--- src/bvm_pkg.sv ---
// Shared constants for the battery voltage monitor: field widths, register
// indexes, saturation limits and configuration defaults.
// No dependencies.
package bvm_pkg;

    localparam int REF_W    = 11;
    localparam int CODE_W   = 10;
    localparam int COIL_W   = 14;
    localparam int MV_W     = 15;
    localparam int MW_W     = 24;
    localparam int FS_W     = 16;
    localparam int Q10_W    = 10;
    localparam int ADDR_W   = 4;
    localparam int DATA_W   = 32;

    localparam int ADC_FULL_SCALE_DEF    = 1023;
    localparam int FILTER_WEIGHT_Q10_DEF = 41;

    // ref * full scale fits 27 bits; times a battery code it fits 37 bits
    localparam int RAW_W    = REF_W + FS_W;
    localparam int DIV_N_W  = RAW_W + CODE_W;
    localparam int DIV_D_W  = FS_W;
    localparam int MUL_A_W  = RAW_W;
    localparam int MUL_B_W  = FS_W;
    localparam int MUL_P_W  = MUL_A_W + MUL_B_W;

    localparam logic [MV_W-1:0] MV_MAX = {MV_W{1'b1}};
    localparam logic [MW_W-1:0] MW_MAX = {MW_W{1'b1}};

    localparam logic [REF_W-1:0]  REF_MV_RST = REF_W'(1100);
    localparam logic [COIL_W-1:0] COIL_RST   = COIL_W'(200);

    localparam logic [1:0] REG_REF_MV  = 2'd0;
    localparam logic [1:0] REG_BOOSTER = 2'd1;
    localparam logic [1:0] REG_COIL    = 2'd2;

endpackage

--- src/battery_voltage_monitor_core.sv ---
// Battery voltage monitor: supply millivolts from a bandgap conversion, optional
// booster scaling, Q10 low-pass filter and maximum power into the coil load.
// Depends on bvm_pkg and bvm_divider.
//
// One beat at a time: after s_ready falls the block works through a small
// sequencer around one shared multiplier and one shared bit-serial divider, and
// raises s_ready again once the result sits in the output register. An initialize
// beat skips the old-value filter step, and booster mode adds a multiply step and a
// third division. A zero bandgap code skips the reference division, any booster step
// and the saturation step; zero coil resistance skips the power division. Results
// are held in an output register, so a stalled m_ready delays only the next beat.
// Configuration writes take effect at once and are meant for idle time.
module battery_voltage_monitor_core #(
    parameter int ADC_FULL_SCALE    = bvm_pkg::ADC_FULL_SCALE_DEF,
    parameter int FILTER_WEIGHT_Q10 = bvm_pkg::FILTER_WEIGHT_Q10_DEF
) (
    input  logic                         aclk,
    input  logic                         aresetn,
    input  logic                         psel,
    input  logic                         penable,
    input  logic                         pwrite,
    input  logic [bvm_pkg::ADDR_W-1:0]   paddr,
    input  logic [bvm_pkg::DATA_W-1:0]   pwdata,
    output logic [bvm_pkg::DATA_W-1:0]   prdata,
    output logic                         pready,
    input  logic                         s_valid,
    output logic                         s_ready,
    input  logic                         s_command,
    input  logic [bvm_pkg::CODE_W-1:0]   s_bandgap_code,
    input  logic [bvm_pkg::CODE_W-1:0]   s_battery_code,
    output logic                         m_valid,
    input  logic                         m_ready,
    output logic [bvm_pkg::MV_W-1:0]     m_battery_mv,
    output logic [bvm_pkg::MW_W-1:0]     m_max_power_mw,
    output logic                         m_range_error
);
    import bvm_pkg::*;

    localparam logic [FS_W-1:0]  FULL_SCALE = FS_W'(ADC_FULL_SCALE);
    localparam logic [Q10_W-1:0] WEIGHT_NEW = Q10_W'(FILTER_WEIGHT_Q10);
    localparam logic [Q10_W-1:0] WEIGHT_OLD = Q10_W'(1024 - FILTER_WEIGHT_Q10);

    localparam logic [3:0] ST_IDLE     = 4'd0;
    localparam logic [3:0] ST_MUL_REF  = 4'd1;
    localparam logic [3:0] ST_DIV_REF  = 4'd2;
    localparam logic [3:0] ST_WAIT_REF = 4'd3;
    localparam logic [3:0] ST_MUL_BAT  = 4'd4;
    localparam logic [3:0] ST_DIV_BAT  = 4'd5;
    localparam logic [3:0] ST_WAIT_BAT = 4'd6;
    localparam logic [3:0] ST_SAT      = 4'd7;
    localparam logic [3:0] ST_FLT_NEW  = 4'd8;
    localparam logic [3:0] ST_FLT_OLD  = 4'd9;
    localparam logic [3:0] ST_MUL_PWR  = 4'd10;
    localparam logic [3:0] ST_DIV_PWR  = 4'd11;
    localparam logic [3:0] ST_WAIT_PWR = 4'd12;
    localparam logic [3:0] ST_DONE     = 4'd13;

    logic [REF_W-1:0]  ref_mv_reg;
    logic              booster_reg;
    logic [COIL_W-1:0] coil_reg;
    logic              cfg_write;

    logic [3:0]        state_reg, state_next;
    logic              cmd_reg, cmd_next;
    logic [CODE_W-1:0] code_reg, code_next;
    logic [CODE_W-1:0] batt_reg, batt_next;
    logic [MV_W-1:0]   raw_reg, raw_next;
    logic [MV_W-1:0]   filt_reg, filt_next;
    logic [MW_W-1:0]   pwr_reg, pwr_next;
    logic              err_reg, err_next;
    logic [MUL_P_W-1:0] prod_reg, prod_next;

    logic              m_valid_reg, m_valid_next;
    logic [MV_W-1:0]   m_mv_reg, m_mv_next;
    logic [MW_W-1:0]   m_mw_reg, m_mw_next;
    logic              m_err_reg, m_err_next;

    logic [MUL_A_W-1:0] mul_a;
    logic [MUL_B_W-1:0] mul_b;
    logic               mul_acc;
    logic [MUL_P_W-1:0] mul_out;

    logic               div_start;
    logic [DIV_D_W-1:0] div_divisor;
    logic               div_done;
    logic [DIV_N_W-1:0] div_quo;

    // configuration port
    assign pready    = 1'b1;
    assign cfg_write = psel && penable && pwrite;

    always_ff @(posedge aclk) begin
        if (!aresetn) begin
            ref_mv_reg  <= REF_MV_RST;
            booster_reg <= 1'b0;
            coil_reg    <= COIL_RST;
        end else if (cfg_write) begin
            unique case (paddr[3:2])
                REG_REF_MV:  ref_mv_reg  <= pwdata[REF_W-1:0];
                REG_BOOSTER: booster_reg <= pwdata[0];
                REG_COIL:    coil_reg    <= pwdata[COIL_W-1:0];
                default: ;
            endcase
        end
    end

    always_comb begin
        unique case (paddr[3:2])
            REG_REF_MV:  prdata = DATA_W'(ref_mv_reg);
            REG_BOOSTER: prdata = DATA_W'(booster_reg);
            REG_COIL:    prdata = DATA_W'(coil_reg);
            default:     prdata = '0;
        endcase
    end

    // shared multiplier operand select
    always_comb begin
        mul_a   = '0;
        mul_b   = '0;
        mul_acc = 1'b0;
        unique case (state_reg)
            ST_MUL_REF: begin
                mul_a = MUL_A_W'(ref_mv_reg);
                mul_b = FULL_SCALE;
            end
            ST_MUL_BAT: begin
                mul_a = div_quo[MUL_A_W-1:0];
                mul_b = MUL_B_W'(batt_reg);
            end
            ST_FLT_NEW: begin
                mul_a = MUL_A_W'(raw_reg);
                mul_b = MUL_B_W'(WEIGHT_NEW);
            end
            ST_FLT_OLD: begin
                mul_a   = MUL_A_W'(filt_reg);
                mul_b   = MUL_B_W'(WEIGHT_OLD);
                mul_acc = 1'b1;
            end
            ST_MUL_PWR: begin
                mul_a = MUL_A_W'(filt_reg);
                mul_b = MUL_B_W'(filt_reg);
            end
            default: ;
        endcase
    end

    assign mul_out   = mul_a * mul_b;
    assign prod_next = mul_acc ? (prod_reg + mul_out) : mul_out;

    // shared divider operand select
    always_comb begin
        div_start   = 1'b0;
        div_divisor = '0;
        unique case (state_reg)
            ST_DIV_REF: begin
                div_start   = 1'b1;
                div_divisor = DIV_D_W'(code_reg);
            end
            ST_DIV_BAT: begin
                div_start   = 1'b1;
                div_divisor = FULL_SCALE;
            end
            ST_DIV_PWR: begin
                div_start   = 1'b1;
                div_divisor = DIV_D_W'(coil_reg);
            end
            default: ;
        endcase
    end

    bvm_divider #(
        .N_W(DIV_N_W),
        .D_W(DIV_D_W)
    ) u_div (
        .aclk     (aclk),
        .aresetn  (aresetn),
        .start    (div_start),
        .dividend (prod_reg[DIV_N_W-1:0]),
        .divisor  (div_divisor),
        .done     (div_done),
        .quotient (div_quo)
    );

    // sequencer
    always_comb begin
        state_next   = state_reg;
        cmd_next     = cmd_reg;
        code_next    = code_reg;
        batt_next    = batt_reg;
        raw_next     = raw_reg;
        filt_next    = filt_reg;
        pwr_next     = pwr_reg;
        err_next     = err_reg;
        m_valid_next = m_valid_reg && !m_ready;
        m_mv_next    = m_mv_reg;
        m_mw_next    = m_mw_reg;
        m_err_next   = m_err_reg;
        unique case (state_reg)
            ST_IDLE: begin
                if (s_valid) begin
                    cmd_next   = s_command;
                    code_next  = s_bandgap_code;
                    batt_next  = s_battery_code;
                    err_next   = 1'b0;
                    state_next = ST_MUL_REF;
                end
            end
            ST_MUL_REF: begin
                if (code_reg == '0) begin
                    raw_next   = MV_MAX;
                    err_next   = 1'b1;
                    state_next = ST_FLT_NEW;
                end else begin
                    state_next = ST_DIV_REF;
                end
            end
            ST_DIV_REF: state_next = ST_WAIT_REF;
            ST_WAIT_REF: begin
                if (div_done) begin
                    state_next = booster_reg ? ST_MUL_BAT : ST_SAT;
                end
            end
            ST_MUL_BAT: state_next = ST_DIV_BAT;
            ST_DIV_BAT: state_next = ST_WAIT_BAT;
            ST_WAIT_BAT: begin
                if (div_done) begin
                    state_next = ST_SAT;
                end
            end
            ST_SAT: begin
                if (div_quo > DIV_N_W'(MV_MAX)) begin
                    raw_next = MV_MAX;
                    err_next = 1'b1;
                end else begin
                    raw_next = div_quo[MV_W-1:0];
                end
                state_next = ST_FLT_NEW;
            end
            ST_FLT_NEW: begin
                if (!cmd_reg) begin
                    filt_next  = raw_reg;
                    state_next = ST_MUL_PWR;
                end else begin
                    state_next = ST_FLT_OLD;
                end
            end
            ST_FLT_OLD: begin
                filt_next  = prod_next[Q10_W +: MV_W];
                state_next = ST_MUL_PWR;
            end
            ST_MUL_PWR: begin
                if (coil_reg == '0) begin
                    pwr_next   = MW_MAX;
                    err_next   = 1'b1;
                    state_next = ST_DONE;
                end else begin
                    state_next = ST_DIV_PWR;
                end
            end
            ST_DIV_PWR: state_next = ST_WAIT_PWR;
            ST_WAIT_PWR: begin
                if (div_done) begin
                    if (div_quo > DIV_N_W'(MW_MAX)) begin
                        pwr_next = MW_MAX;
                        err_next = 1'b1;
                    end else begin
                        pwr_next = div_quo[MW_W-1:0];
                    end
                    state_next = ST_DONE;
                end
            end
            ST_DONE: begin
                if (!m_valid_reg || m_ready) begin
                    m_valid_next = 1'b1;
                    m_mv_next    = filt_reg;
                    m_mw_next    = pwr_reg;
                    m_err_next   = err_reg;
                    state_next   = ST_IDLE;
                end
            end
            default: state_next = ST_IDLE;
        endcase
    end

    always_ff @(posedge aclk) begin
        cmd_reg   <= cmd_next;
        code_reg  <= code_next;
        batt_reg  <= batt_next;
        raw_reg   <= raw_next;
        pwr_reg   <= pwr_next;
        err_reg   <= err_next;
        prod_reg  <= prod_next;
        m_mv_reg  <= m_mv_next;
        m_mw_reg  <= m_mw_next;
        m_err_reg <= m_err_next;
        if (!aresetn) begin
            state_reg   <= ST_IDLE;
            filt_reg    <= '0;
            m_valid_reg <= 1'b0;
        end else begin
            state_reg   <= state_next;
            filt_reg    <= filt_next;
            m_valid_reg <= m_valid_next;
        end
    end

    assign s_ready        = (state_reg == ST_IDLE);
    assign m_valid        = m_valid_reg;
    assign m_battery_mv   = m_mv_reg;
    assign m_max_power_mw = m_mw_reg;
    assign m_range_error  = m_err_reg;

endmodule

--- src/bvm_divider.sv ---
// Restoring unsigned divider, one quotient bit per cycle.
// Depends on bvm_pkg for default widths.
module bvm_divider #(
    parameter int N_W = bvm_pkg::DIV_N_W,
    parameter int D_W = bvm_pkg::DIV_D_W
) (
    input  logic           aclk,
    input  logic           aresetn,
    input  logic           start,
    input  logic [N_W-1:0] dividend,
    input  logic [D_W-1:0] divisor,
    output logic           done,
    output logic [N_W-1:0] quotient
);
    import bvm_pkg::*;

    localparam int CNT_W = $clog2(N_W + 1);

    logic [D_W:0]   rem_reg, rem_next;
    logic [N_W-1:0] quo_reg, quo_next;
    logic [D_W-1:0] dsr_reg, dsr_next;
    logic [CNT_W-1:0] cnt_reg, cnt_next;
    logic           done_reg, done_next;
    logic [D_W:0]   shifted;
    logic           fits;

    assign shifted = {rem_reg[D_W-1:0], quo_reg[N_W-1]};
    assign fits    = shifted >= {1'b0, dsr_reg};

    always_comb begin
        rem_next  = rem_reg;
        quo_next  = quo_reg;
        dsr_next  = dsr_reg;
        cnt_next  = cnt_reg;
        done_next = 1'b0;
        if (start) begin
            rem_next = '0;
            quo_next = dividend;
            dsr_next = divisor;
            cnt_next = CNT_W'(N_W);
        end else if (cnt_reg != '0) begin
            rem_next  = fits ? (shifted - {1'b0, dsr_reg}) : shifted;
            quo_next  = {quo_reg[N_W-2:0], fits};
            cnt_next  = cnt_reg - 1'b1;
            done_next = (cnt_reg == CNT_W'(1));
        end
    end

    always_ff @(posedge aclk) begin
        rem_reg <= rem_next;
        quo_reg <= quo_next;
        dsr_reg <= dsr_next;
        if (!aresetn) begin
            cnt_reg  <= '0;
            done_reg <= 1'b0;
        end else begin
            cnt_reg  <= cnt_next;
            done_reg <= done_next;
        end
    end

    assign done     = done_reg;
    assign quotient = quo_reg;

endmodule

--- config.mk ---
export PLATFORM = sky130hd
export DESIGN_NAME = battery_voltage_monitor_core
export DESIGN_NICKNAME = d
export VERILOG_FILES = /design/src/bvm_pkg.sv /design/src/battery_voltage_monitor_core.sv /design/src/bvm_divider.sv
export SDC_FILE = /design/constraint.sdc
export NUM_CORES = 1
export LEC_CHECK = 0
export BUFFER_PORTS_ARGS = -buffer_cell sky130_fd_sc_hd__buf_2
export CORE_UTILIZATION = 55
export DETAILED_ROUTE_END_ITERATION = 8
export PLACE_DENSITY_LB_ADDON = 0.08
export SYNTH_ARGS = -nofsm -noshare
export SYNTH_HDL_FRONTEND = slang
export SYNTH_SLANG_ARGS = --single-unit
--- constraint.sdc ---
create_clock -name aclk -period 18 [get_ports aclk]
set_input_delay 0.9 -clock aclk [delete_from_list [all_inputs] [get_ports aclk]]
set_output_delay 0.9 -clock aclk [all_outputs]
set_load 0.005 [all_outputs]
==> flow_metrics.py, run 1 <==
metrics = {
    "cts": {
        "cts.clk_slew.worst_paths_ns": 0.07,
        "post-cts-setup-buffers": 0,
        "cts-root-buf": "clkbuf_16",
        "hold_buffers": 0,
        "cts_tree": "built",
        "cts_buffers": 27,
        "cts-htree-levels": 1,
        "clk_path_buf_depth": 3,
        "clock_latency_ns": 0.57,
        "cts.sinks": 258,
        "post_cts_resized": 0,
    },
    "power_and_ir_drop": {
        "vdd_drop_max_mv": 0.0892,
        "p_per_area_mw_per_mm2": 143,
        "power_leakage_nw": 12.4,
    },
    "synthesis": {
        "ys_seq_area_share_pct": 27.1,
        "syn_area_mm2": 0.0247,
        "yosys_warnings": 0,
        "yosysMostFrequentCell": "nand2_1",
        "synth_cell_type_count": 76,
        "netlist_instances": 2729,
        "ys_top_cells_by_area": "fa_1 (26%), edfxtp_1 (18%), dfxtp_1 (8.6%)",
        "yosysTopAreaCell": "fa_1",
        "synthTopCellsByCount": "nand2_1 (510), inv_1 (369), fa_1 (317)",
        "synth_ff_type": "edfxtp_1",
        "synth_edf_count": 152,
        "syn_area_per_cell_um2": 9.05,
        "ys_ff_latch": 258,
        "async_flop_share_pct": 0,
        "synth_top_area_share_pct": 25.7,
    },
    "floorplanning": {
        "coreArea_mm2": 0.0442,
        "die_h_um": 214,
        "die_w_um": 214,
        "rows": 77,
        "die-area_mm2": 0.0458,
        "io_pins": 139,
        "start_util_pct": 55.9,
    },
    "timing": {
        "fin_crit_sh_pct": 60.1,
        "finalMaxSlewViolations": 0,
        "fin_skew_ns": 0.0196,
        "fin_crit_ns": 10.82,
        "setup_viol": 0,
        "worstMarginPinSlew_ns": 1.27,
        "fmax_ghz": 0.0924,
        "max_slew_margin_pct": 14.9,
        "finalSetupTns_ns": 0,
        "worst_slack_ns": 7.18,
        "rsz0062_at_grt": "no",
        "finalHoldViolCount": 0,
    },
    "placement": {
        "dpl_cell_area_mm2": 0.0258,
        "portBuffers": 99,
        "dpl.cell_count": 3371,
        "place_congestion": 0.942,
        "place_hpwl_mm": 54.1,
        "dp_slack_ns": 7.39,
    },
    "cells_and_area": {
        "layout-drive-gt1-share_pct": 7.88,
        "register_area_mm2": 0.00669,
        "instances_no_fill": 3422,
        "area_delta_synth_final_pct": 8.39,
        "nets": 3322,
        "multi_input_area_mm2": 0.0163,
        "fin_area_mm2": 0.0268,
        "nFillCells": 3923,
    },
    "detailed_routing": {
        "drt-vias-per-instance": 5.71,
        "wl_mm": 68.2,
        "wl_per_cell_um": 19.9,
        "via_count": 19500,
        "dr.pass1.iters": 5,
        "post-route-drc-count": 0,
        "drt_iter0_drc": 1522,
        "postRouteAntennaNets": 0,
    },
    "worst_setup_path": {
        "critPathBufInv": 5,
        "crit_fanout": 38,
        "crit_path_top_delay_cell": "a21oi_2",
        "critPathMostFrequentCell": "fa_1",
        "arrival_ns": 11.26,
        "worstSetupStartpointType": "flop",
        "critPathMaxStageDelay_ns": 0.84,
        "critical_path.top_delay_family": "adder cells",
        "critPathCaptureType": "flop",
        "crit_type": "reg2reg",
        "required_ns": 18.45,
    },
    "worst_hold_path": {
        "hp-class": "reg2reg",
    },
    "global_routing": {
        "grt_pass1_vias": 19400,
        "grt.total_usage_pct": 30.2,
        "grt_max_degree": 58,
        "grt_pass1_wl_mm": 108,
        "gr-total-overflow": 0,
        "antenna_found_initial": 0,
    },
    "job": {
        "drv_cap": 0,
    },
    "status": {
        "status": "finished clean",
    },
}
==> report_power, final <==
| part | leakage (nW) | internal, mW | total [mW] | switching, mW |
|---|---|---|---|---|
| sequential | 2.48 | 0.809 | 0.949 | 0.140 |
| clock | 0.450 | 0.353 | 0.608 | 0.255 |
| combinational | 9.46 | 0.844 | 2.27 | 1.43 |
==> per-layer routing <==
metal | part of all wire, % | up-vias | wire [um] | track usage, %
li1 | - | 8960 | - | -
met1 | 44 | 9669 | 29800 | 43.5
met2 | 45 | 770 | 30700 | 47.1
met3 | 7.4 | 138 | 5080 | 4.42
met4 | 3.7 | 0 | 2520 | 9.76
met5 | 0 | - | 0 | 0
==> worst paths after layout <==
kind / slack [ns] / to / start / cells past startpoint
worst min register to register: 0.42 / m_range_error / err_reg / 0
worst min-delay path: 0.42 / m_range_error / err_reg / 0
worst max register to register: 7.18 / prod_reg[27] / state_reg[0] / 33
worst max-delay path: 7.18 / prod_reg[27] / state_reg[0] / 33
==> stage by stage <==
| stage | total power [mW] | util [%] | hold slack (ns) |
|---|---|---|---|
| after floorplan | 2.57 | - | 0.400 |
| after global placement | 3.13 | 58.4 | 0.405 |
| after detailed placement | 3.18 | 58.4 | 0.405 |
| after CTS | 3.81 | 60.6 | 0.419 |
| after global routing | 4.11 | 60.6 | 0.422 |
| final | 3.83 | 60.6 | 0.417 |
==> layout by cell type, fill, tap and decap left out, drive strengths merged, types with 26 or more instances in the layout <==
| master | instances |
|---|---|
| a31oi | 26 |
| inv | 373 |
| a21oi | 91 |
| or3 | 48 |
| nor2 | 245 |
| buf | 126 |
| o21ai | 103 |
| fa | 317 |
| nand2 | 510 |
| nand3 | 44 |
| conb | 64 |
| ha | 133 |
| o21a | 26 |
| a21o | 37 |
| a21boi | 27 |
| edfxtp | 152 |
| dfxtp | 106 |
| xnor2 | 49 |
| clkbuf | 28 |
==> layout make-up <==
class / instances / area share [%]
diodes: 1 / 0.00934
clock buffers: 28 / 2.54
clock inverters: 22 / 1.08
inverters: 370 / 5.19
multi-input cells: 2025 / 60.9
flip-flops and latches: 258 / 25.0
well taps: 592 / 2.77
repair buffers: 126 / 2.61
==> kinds of logic after synthesis <==
| logic type | count (synthesis) | synth area share [%] |
|---|---|---|
| compound gates | 409 | 11.0 |
| xor+xnor | 71 | 2.52 |
| fa+ha+maj | 450 | 32.4 |
| buf+inv | 508 | 8.09 |
| flops | 258 | 27.1 |
| mux | 27 | 1.15 |
| other cells | 2 | 0.0304 |
| simple gates | 1004 | 17.7 |
No activity file was read; power rests on OpenSTA's default activity.
==> run 2: changes to the inputs <==
Clock period 18 ns to 10.6 ns, I/O delays scaled along.
==> run 2 against run 1 <==
Final cell count up 0.73%. Combinational power rose by 71%. Clock power increased by 55%. Worst hold slack got worse by 0.25 ns. Highest routed layer unchanged. First-iteration DRC count rose by 13%. Maximum frequency rose by 7.5%. Sequential cell count did not move. Largest power group unchanged. Critical path type unchanged. Worst setup slack got worse by 6.6 ns.
==> flow_metrics.py, run 2 (same netlist as run 1, synthesis figures left out) <==
metrics = {
    "status": {
        "status": "finished clean",
    },
    "timing": {
        "fmax_ghz": 0.0994,
        "rsz0062_at_grt": "no",
        "holdWs_ns": 0.167,
        "finalHoldViolCount": 0,
        "fin_crit_ns": 10.06,
        "finalSetupTns_ns": 0,
        "setup_viol": 0,
        "worstMarginPinSlew_ns": 1.28,
        "max_slew_margin_pct": 14.1,
        "fin_skew_ns": 0.0144,
        "fin_crit_sh_pct": 94.9,
        "finalMaxSlewViolations": 0,
    },
    "detailed_routing": {
        "wl_met2_mm": 31.1,
        "postRouteAntennaNets": 0,
        "wl_per_cell_um": 20.0,
        "top_layer": "met4",
        "route.met3.wl_mm": 6.25,
        "via_count": 19700,
        "post-route-drc-count": 0,
        "wl_met1_mm": 29.5,
        "dr.pass1.iters": 5,
        "drt_iter0_drc": 1719,
        "drt-vias-per-instance": 5.72,
        "wl_mm": 68.8,
    },
    "power_and_ir_drop": {
        "p_per_area_mw_per_mm2": 240,
        "clkPwrFrac_pct": 14.6,
        "power_frac_seq_pct": 25.0,
        "total_power_mw": 6.45,
        "vdd_drop_max_mv": 0.249,
        "switchingPower_mw": 3.08,
        "p_int_mw": 3.37,
        "p_sw_share_pct": 47.7,
        "power_frac_comb_pct": 60.4,
        "power_leakage_nw": 12.5,
    },
    "global_routing": {
        "grt.total_usage_pct": 31.1,
        "grt_max_degree": 58,
        "grt_pass1_vias": 19900,
        "grt_pass1_wl_mm": 111,
        "antenna_found_initial": 1,
        "gr-total-overflow": 0,
    },
    "worst_hold_path": {
        "hp-class": "in2reg",
    },
    "cells_and_area": {
        "final_common_cell": "nand2_1",
        "nets": 3348,
        "layout-drive-gt1-share_pct": 8.48,
        "final_cell_mix": "nand2_1 (509), inv_1 (369), fa_1 (317), nor2_1 (242), edfxtp_1 (152)",
        "nFillCells": 3874,
        "area_delta_synth_final_pct": 8.77,
        "fin_area_mm2": 0.0269,
    },
    "worst_setup_path": {
        "crit_path_top_delay_cell": "dfxtp_1",
        "r2r_cells": 38,
        "critPathCaptureType": "flop",
        "critPathMaxStageDelay_ns": 0.63,
        "arrival_ns": 10.51,
        "critPathMostFrequentCell": "inv_1",
        "crit_end": "prod_reg[36]",
        "r2r-start": "state_reg[2]",
        "worstSetupStartpointType": "flop",
        "rrSetupSlack_ns": 0.54,
        "crit_fanout": 15,
        "required_ns": 11.05,
        "startpoint": "state_reg[2]",
        "crit_type": "reg2reg",
        "r2r-end": "prod_reg[36]",
    },
    "placement": {
        "portBuffers": 99,
        "dpl_cell_area_mm2": 0.0260,
        "place_congestion": 1.00,
        "place_hpwl_mm": 55.0,
    },
    "cts": {
        "cts_buffers": 27,
        "cts.sinks": 258,
        "clk_path_buf_depth": 3,
        "cts-htree-levels": 1,
        "cts_tree": "built",
        "post-cts-setup-buffers": 0,
        "cts-root-buf": "clkbuf_16",
        "clock_latency_ns": 0.54,
        "cts.clk_slew.worst_paths_ns": 0.07,
    },
    "floorplanning": {
        "coreArea_mm2": 0.0442,
        "die_h_um": 214,
        "rows": 77,
        "die-area_mm2": 0.0458,
        "die_w_um": 214,
        "io_pins": 139,
        "start_util_pct": 55.9,
    },
    "job": {
        "drv_cap": 0,
    },
}
==> run 2: changes by cell type in the layout (fill, tap and decap cells not counted), moves of 2 or more <==
| cell | delta |
|---|---|
| buf_4 | +26 |
| bufinv_16 | -3 |
| clkbuf_1 | +3 |
| clkbuf_8 | +2 |
| clkinv_2 | +3 |
| clkinv_4 | -4 |
| clkinvlp_4 | -2 |
==> run 2: how the worst min path moves through the flow <==
stage / from / to / slack (ns) / depth (start not counted)
final: s_command / cmd_reg / 0.17 / 1
after global routing: s_bandgap_code[3] / code_reg[3] / 0.15 / 1
after floorplan: pwr_reg[0] / m_max_power_mw[0] / 0.40 / 0
after detailed placement: pwr_reg[11] / m_max_power_mw[11] / 0.40 / 0
after CTS: s_command / cmd_reg / 0.15 / 1
after global placement: pwr_reg[10] / m_max_power_mw[10] / 0.41 / 0
==> run 2: worst max-delay path: cells and delay by family (launching register included) <==
kind,cells,cell delay [ns]
AOI/OAI and AO/OA,10,2.69
adders and majority gates,8,3.70
and+or+nand+nor,8,1.43
muxes,1,0.30
buffers and inverters,9,0.85
xor gates and xnor gates,2,0.38
DFF,1,0.63
==> run 2: through the flow <==
stage,std cells,setup WS (ns),util [%]
final,3447,0.538,60.8
after global routing,3446,0.0315,60.8
after CTS,3446,0.549,60.8
after detailed placement,3397,0.559,58.8
after global placement,3397,0.773,58.8
after floorplan,2791,1.83,-
==> run 2: cell type report <==
type / instances / area [um2] / area share (%)
Clock inverter: 16 / 155 / 0.577
Sequential cell: 258 / 6690 / 24.9
Antenna cell: 1 / 2.50 / 0.00931
Tap cell: 592 / 741 / 2.76
Timing Repair Buffer: 152 / 893 / 3.32
Inverter: 370 / 1390 / 5.17
Clock buffer: 33 / 718 / 2.67
Multi-Input combinational cell: 2025 / 16300 / 60.6
==> run 2: power groups by stage <==
stage / clock [mW] / combinational (mW) / sequential (mW)
3_5_place_dp: 0 / 3.83 / 1.62
3_3_place_gp: 0 / 3.74 / 1.62
4_1_cts: 0.954 / 3.86 / 1.60
2_1_floorplan: 0 / 2.86 / 1.50
5_1_grt: 0.993 / 4.33 / 1.63
6_report: 0.945 / 3.89 / 1.61
==> run 2: timing repair <==
item / CTS / global route
endpoints found under the setup margin: 0 / 6
hold buffers: 0 / 0
resized for setup: 0 / 1
==> run 2: metal layers <==
| layer | GRT usage [%] | vias to the layer above |
|---|---|---|
| met1 | 44.8 | 9669 |
| met3 | 4.65 | 132 |
| met5 | 0 | - |
| met4 | 7.94 | 0 |
| met2 | 49.2 | 912 |
| li1 | - | 9005 |
==> run 3: changes to the inputs <==
Settings changed: PLACE_DENSITY from default to 0.84, PLACE_DENSITY_LB_ADDON 0.08 to default.
==> run 3 against run 2 <==
Design area shrank 0.22%. Largest power group unchanged. Register-to-register slack is essentially flat. Critical path depth shrank 7. Maximum frequency is essentially flat. Worst setup slack lost 0.0074 ns. Sequential share of layout area grew 0.060 points. Worst hold slack is essentially flat. Via count grew 1.8%. Final cell count shrank 0.38%. Power shrank 0.18%. Routed wire length shrank 3.4%. Sequential power is essentially flat.
==> flow_metrics.py, run 3 (same netlist as run 1, synthesis figures left out) <==
metrics = {
    "status": {
        "status": "finished clean",
    },
    "detailed_routing": {
        "post-route-drc-count": 0,
        "top_layer": "met5",
        "wl_met1_mm": 25.0,
        "via_count": 20100,
        "postRouteAntennaNets": 0,
        "drt_iter0_drc": 2054,
        "wl_mm": 66.5,
        "wl_met2_mm": 31.2,
        "dr.pass1.iters": 9,
        "route.met3.wl_mm": 6.45,
        "drt-vias-per-instance": 5.85,
        "wl_per_cell_um": 19.4,
    },
    "timing": {
        "max_slew_margin_pct": 14.3,
        "fin_crit_sh_pct": 95.0,
        "setup_viol": 0,
        "finalHoldViolCount": 0,
        "finalSetupTns_ns": 0,
        "finalMaxSlewViolations": 0,
        "rsz0062_at_grt": "no",
        "fmax_ghz": 0.0993,
        "worst_slack_ns": 0.531,
        "fin_crit_ns": 10.07,
        "fin_skew_ns": 0.0136,
        "worstMarginPinSlew_ns": 1.28,
    },
    "power_and_ir_drop": {
        "switchingPower_mw": 3.07,
        "vdd_drop_max_mv": 0.148,
        "p_int_mw": 3.37,
        "clkPwrFrac_pct": 14.6,
        "total_power_mw": 6.44,
        "p_sw_share_pct": 47.7,
        "power_leakage_nw": 12.4,
        "p_per_area_mw_per_mm2": 240,
        "power_frac_comb_pct": 60.4,
        "power_frac_seq_pct": 25.1,
    },
    "job": {
        "drv_cap": 0,
    },
    "worst_setup_path": {
        "critPathMaxStageDelay_ns": 0.64,
        "critPathMostFrequentCell": "fa_1",
        "crit_fanout": 21,
        "required_ns": 11.02,
        "worstSetupStartpointType": "flop",
        "rrSetupSlack_ns": 0.53,
        "arrival_ns": 10.49,
        "r2r_cells": 31,
        "crit_end": "prod_reg[29]",
        "crit_type": "reg2reg",
        "r2r-start": "state_reg[3]",
        "crit_path_top_delay_cell": "dfxtp_1",
        "critPathCaptureType": "flop",
        "startpoint": "state_reg[3]",
        "r2r-end": "prod_reg[29]",
    },
    "floorplanning": {
        "coreArea_mm2": 0.0442,
        "die_w_um": 214,
        "die_h_um": 214,
        "rows": 77,
        "io_pins": 139,
        "die-area_mm2": 0.0458,
        "start_util_pct": 55.9,
    },
    "placement": {
        "place_hpwl_mm": 53.0,
        "dpl_cell_area_mm2": 0.0259,
        "place_congestion": 0.994,
        "dp_slack_ns": 0.534,
        "portBuffers": 99,
    },
    "cts": {
        "cts-htree-levels": 1,
        "cts_tree": "built",
        "clk_path_buf_depth": 3,
        "cts.clk_slew.worst_paths_ns": 0.07,
        "cts-root-buf": "clkbuf_16",
        "cts_buffers": 26,
        "cts.sinks": 258,
        "clock_latency_ns": 0.54,
        "post-cts-setup-buffers": 0,
    },
    "global_routing": {
        "grt_pass1_vias": 20300,
        "grt_max_degree": 58,
        "grt_pass1_wl_mm": 107,
        "gr-total-overflow": 0,
        "grt.total_usage_pct": 29.6,
        "antenna_found_initial": 1,
    },
    "cells_and_area": {
        "fin_area_mm2": 0.0268,
        "nFillCells": 3550,
        "area_delta_synth_final_pct": 8.53,
        "nets": 3336,
        "final_cell_mix": "nand2_1 (510), inv_1 (369), fa_1 (317), nor2_1 (242), edfxtp_1 (152)",
        "layout-drive-gt1-share_pct": 8.37,
        "diodes": 0,
        "final_common_cell": "nand2_1",
    },
    "worst_hold_path": {
        "hp-class": "in2reg",
    },
}
run 3: cell types whose count changed in the layout (fill, tap and decap cells not counted), moves of 2 or more:
cell | previous run | this run
inv_6 | 1 | 6
clkinvlp_4 | 5 | 1
buf_4 | 53 | 42
clkbuf_1 | 4 | 1
o21a_2 | 0 | 4
clkinv_4 | 0 | 2
o21a_1 | 26 | 22
run 3: per-layer routing:
layer / track usage [%] / vias up
li1: - / 8993
met1: 37.5 / 9773
met2: 48.8 / 1085
met3: 5.70 / 227
met4: 14.3 / 2
met5: 0 / -
run 3: cell type report:
cell class / count / area (um2) / share of cell area (%)
Clock buffer: 30 / 707 / 2.64
Clock inverter: 18 / 176 / 0.658
Inverter: 370 / 1390 / 5.18
Multi-Input combinational cell: 2025 / 16300 / 60.8
Sequential cell: 258 / 6690 / 24.9
Tap cell: 592 / 741 / 2.76
Timing Repair Buffer: 141 / 811 / 3.02
run 3: worst max-delay path: cells and delay by family (launching register included):
family	cells	cell delay (ns)
simple gates	6	1.96
fa+ha+maj	8	3.85
compound gates	9	2.40
buf+inv	5	0.60
flops	1	0.64
mux	1	0.26
xor+xnor	2	0.22
run 3: timing repair:
action	CTS	global route
resized for setup	0	9
setup endpoints to repair	0	16
hold buffers	0	0
run 3: worst min-delay path by stage:
stage,startpoint,end,slack [ns],cells after the start
floorplan,pwr_reg[0],m_max_power_mw[0],0.40,0
global placement,pwr_reg[1],m_max_power_mw[1],0.40,0
detailed placement,pwr_reg[16],m_max_power_mw[16],0.40,0
CTS,s_battery_code[5],batt_reg[5],0.16,1
global route,s_battery_code[5],batt_reg[5],0.15,1
finish,s_battery_code[5],batt_reg[5],0.17,1
run 3: power groups by stage:
| stage | Combinational (mW) | Clock, mW | Sequential [mW] |
|---|---|---|---|
| 3_5_place_dp | 3.76 | 0 | 1.61 |
| 2_1_floorplan | 2.86 | 0 | 1.50 |
| 5_1_grt | 4.26 | 0.984 | 1.63 |
| 6_report | 3.89 | 0.940 | 1.61 |
| 3_3_place_gp | 3.61 | 0 | 1.60 |
| 4_1_cts | 3.82 | 0.945 | 1.60 |
run 3: through the flow:
| step | hold slack, ns | std cells | util, % |
|---|---|---|---|
| 2_1_floorplan | 0.400 | 2791 | - |
| 3_3_place_gp | 0.403 | 3386 | 58.6 |
| 3_5_place_dp | 0.405 | 3386 | 58.6 |
| 4_1_cts | 0.156 | 3434 | 60.6 |
| 5_1_grt | 0.153 | 3434 | 60.6 |
| 6_report | 0.167 | 3434 | 60.6 |
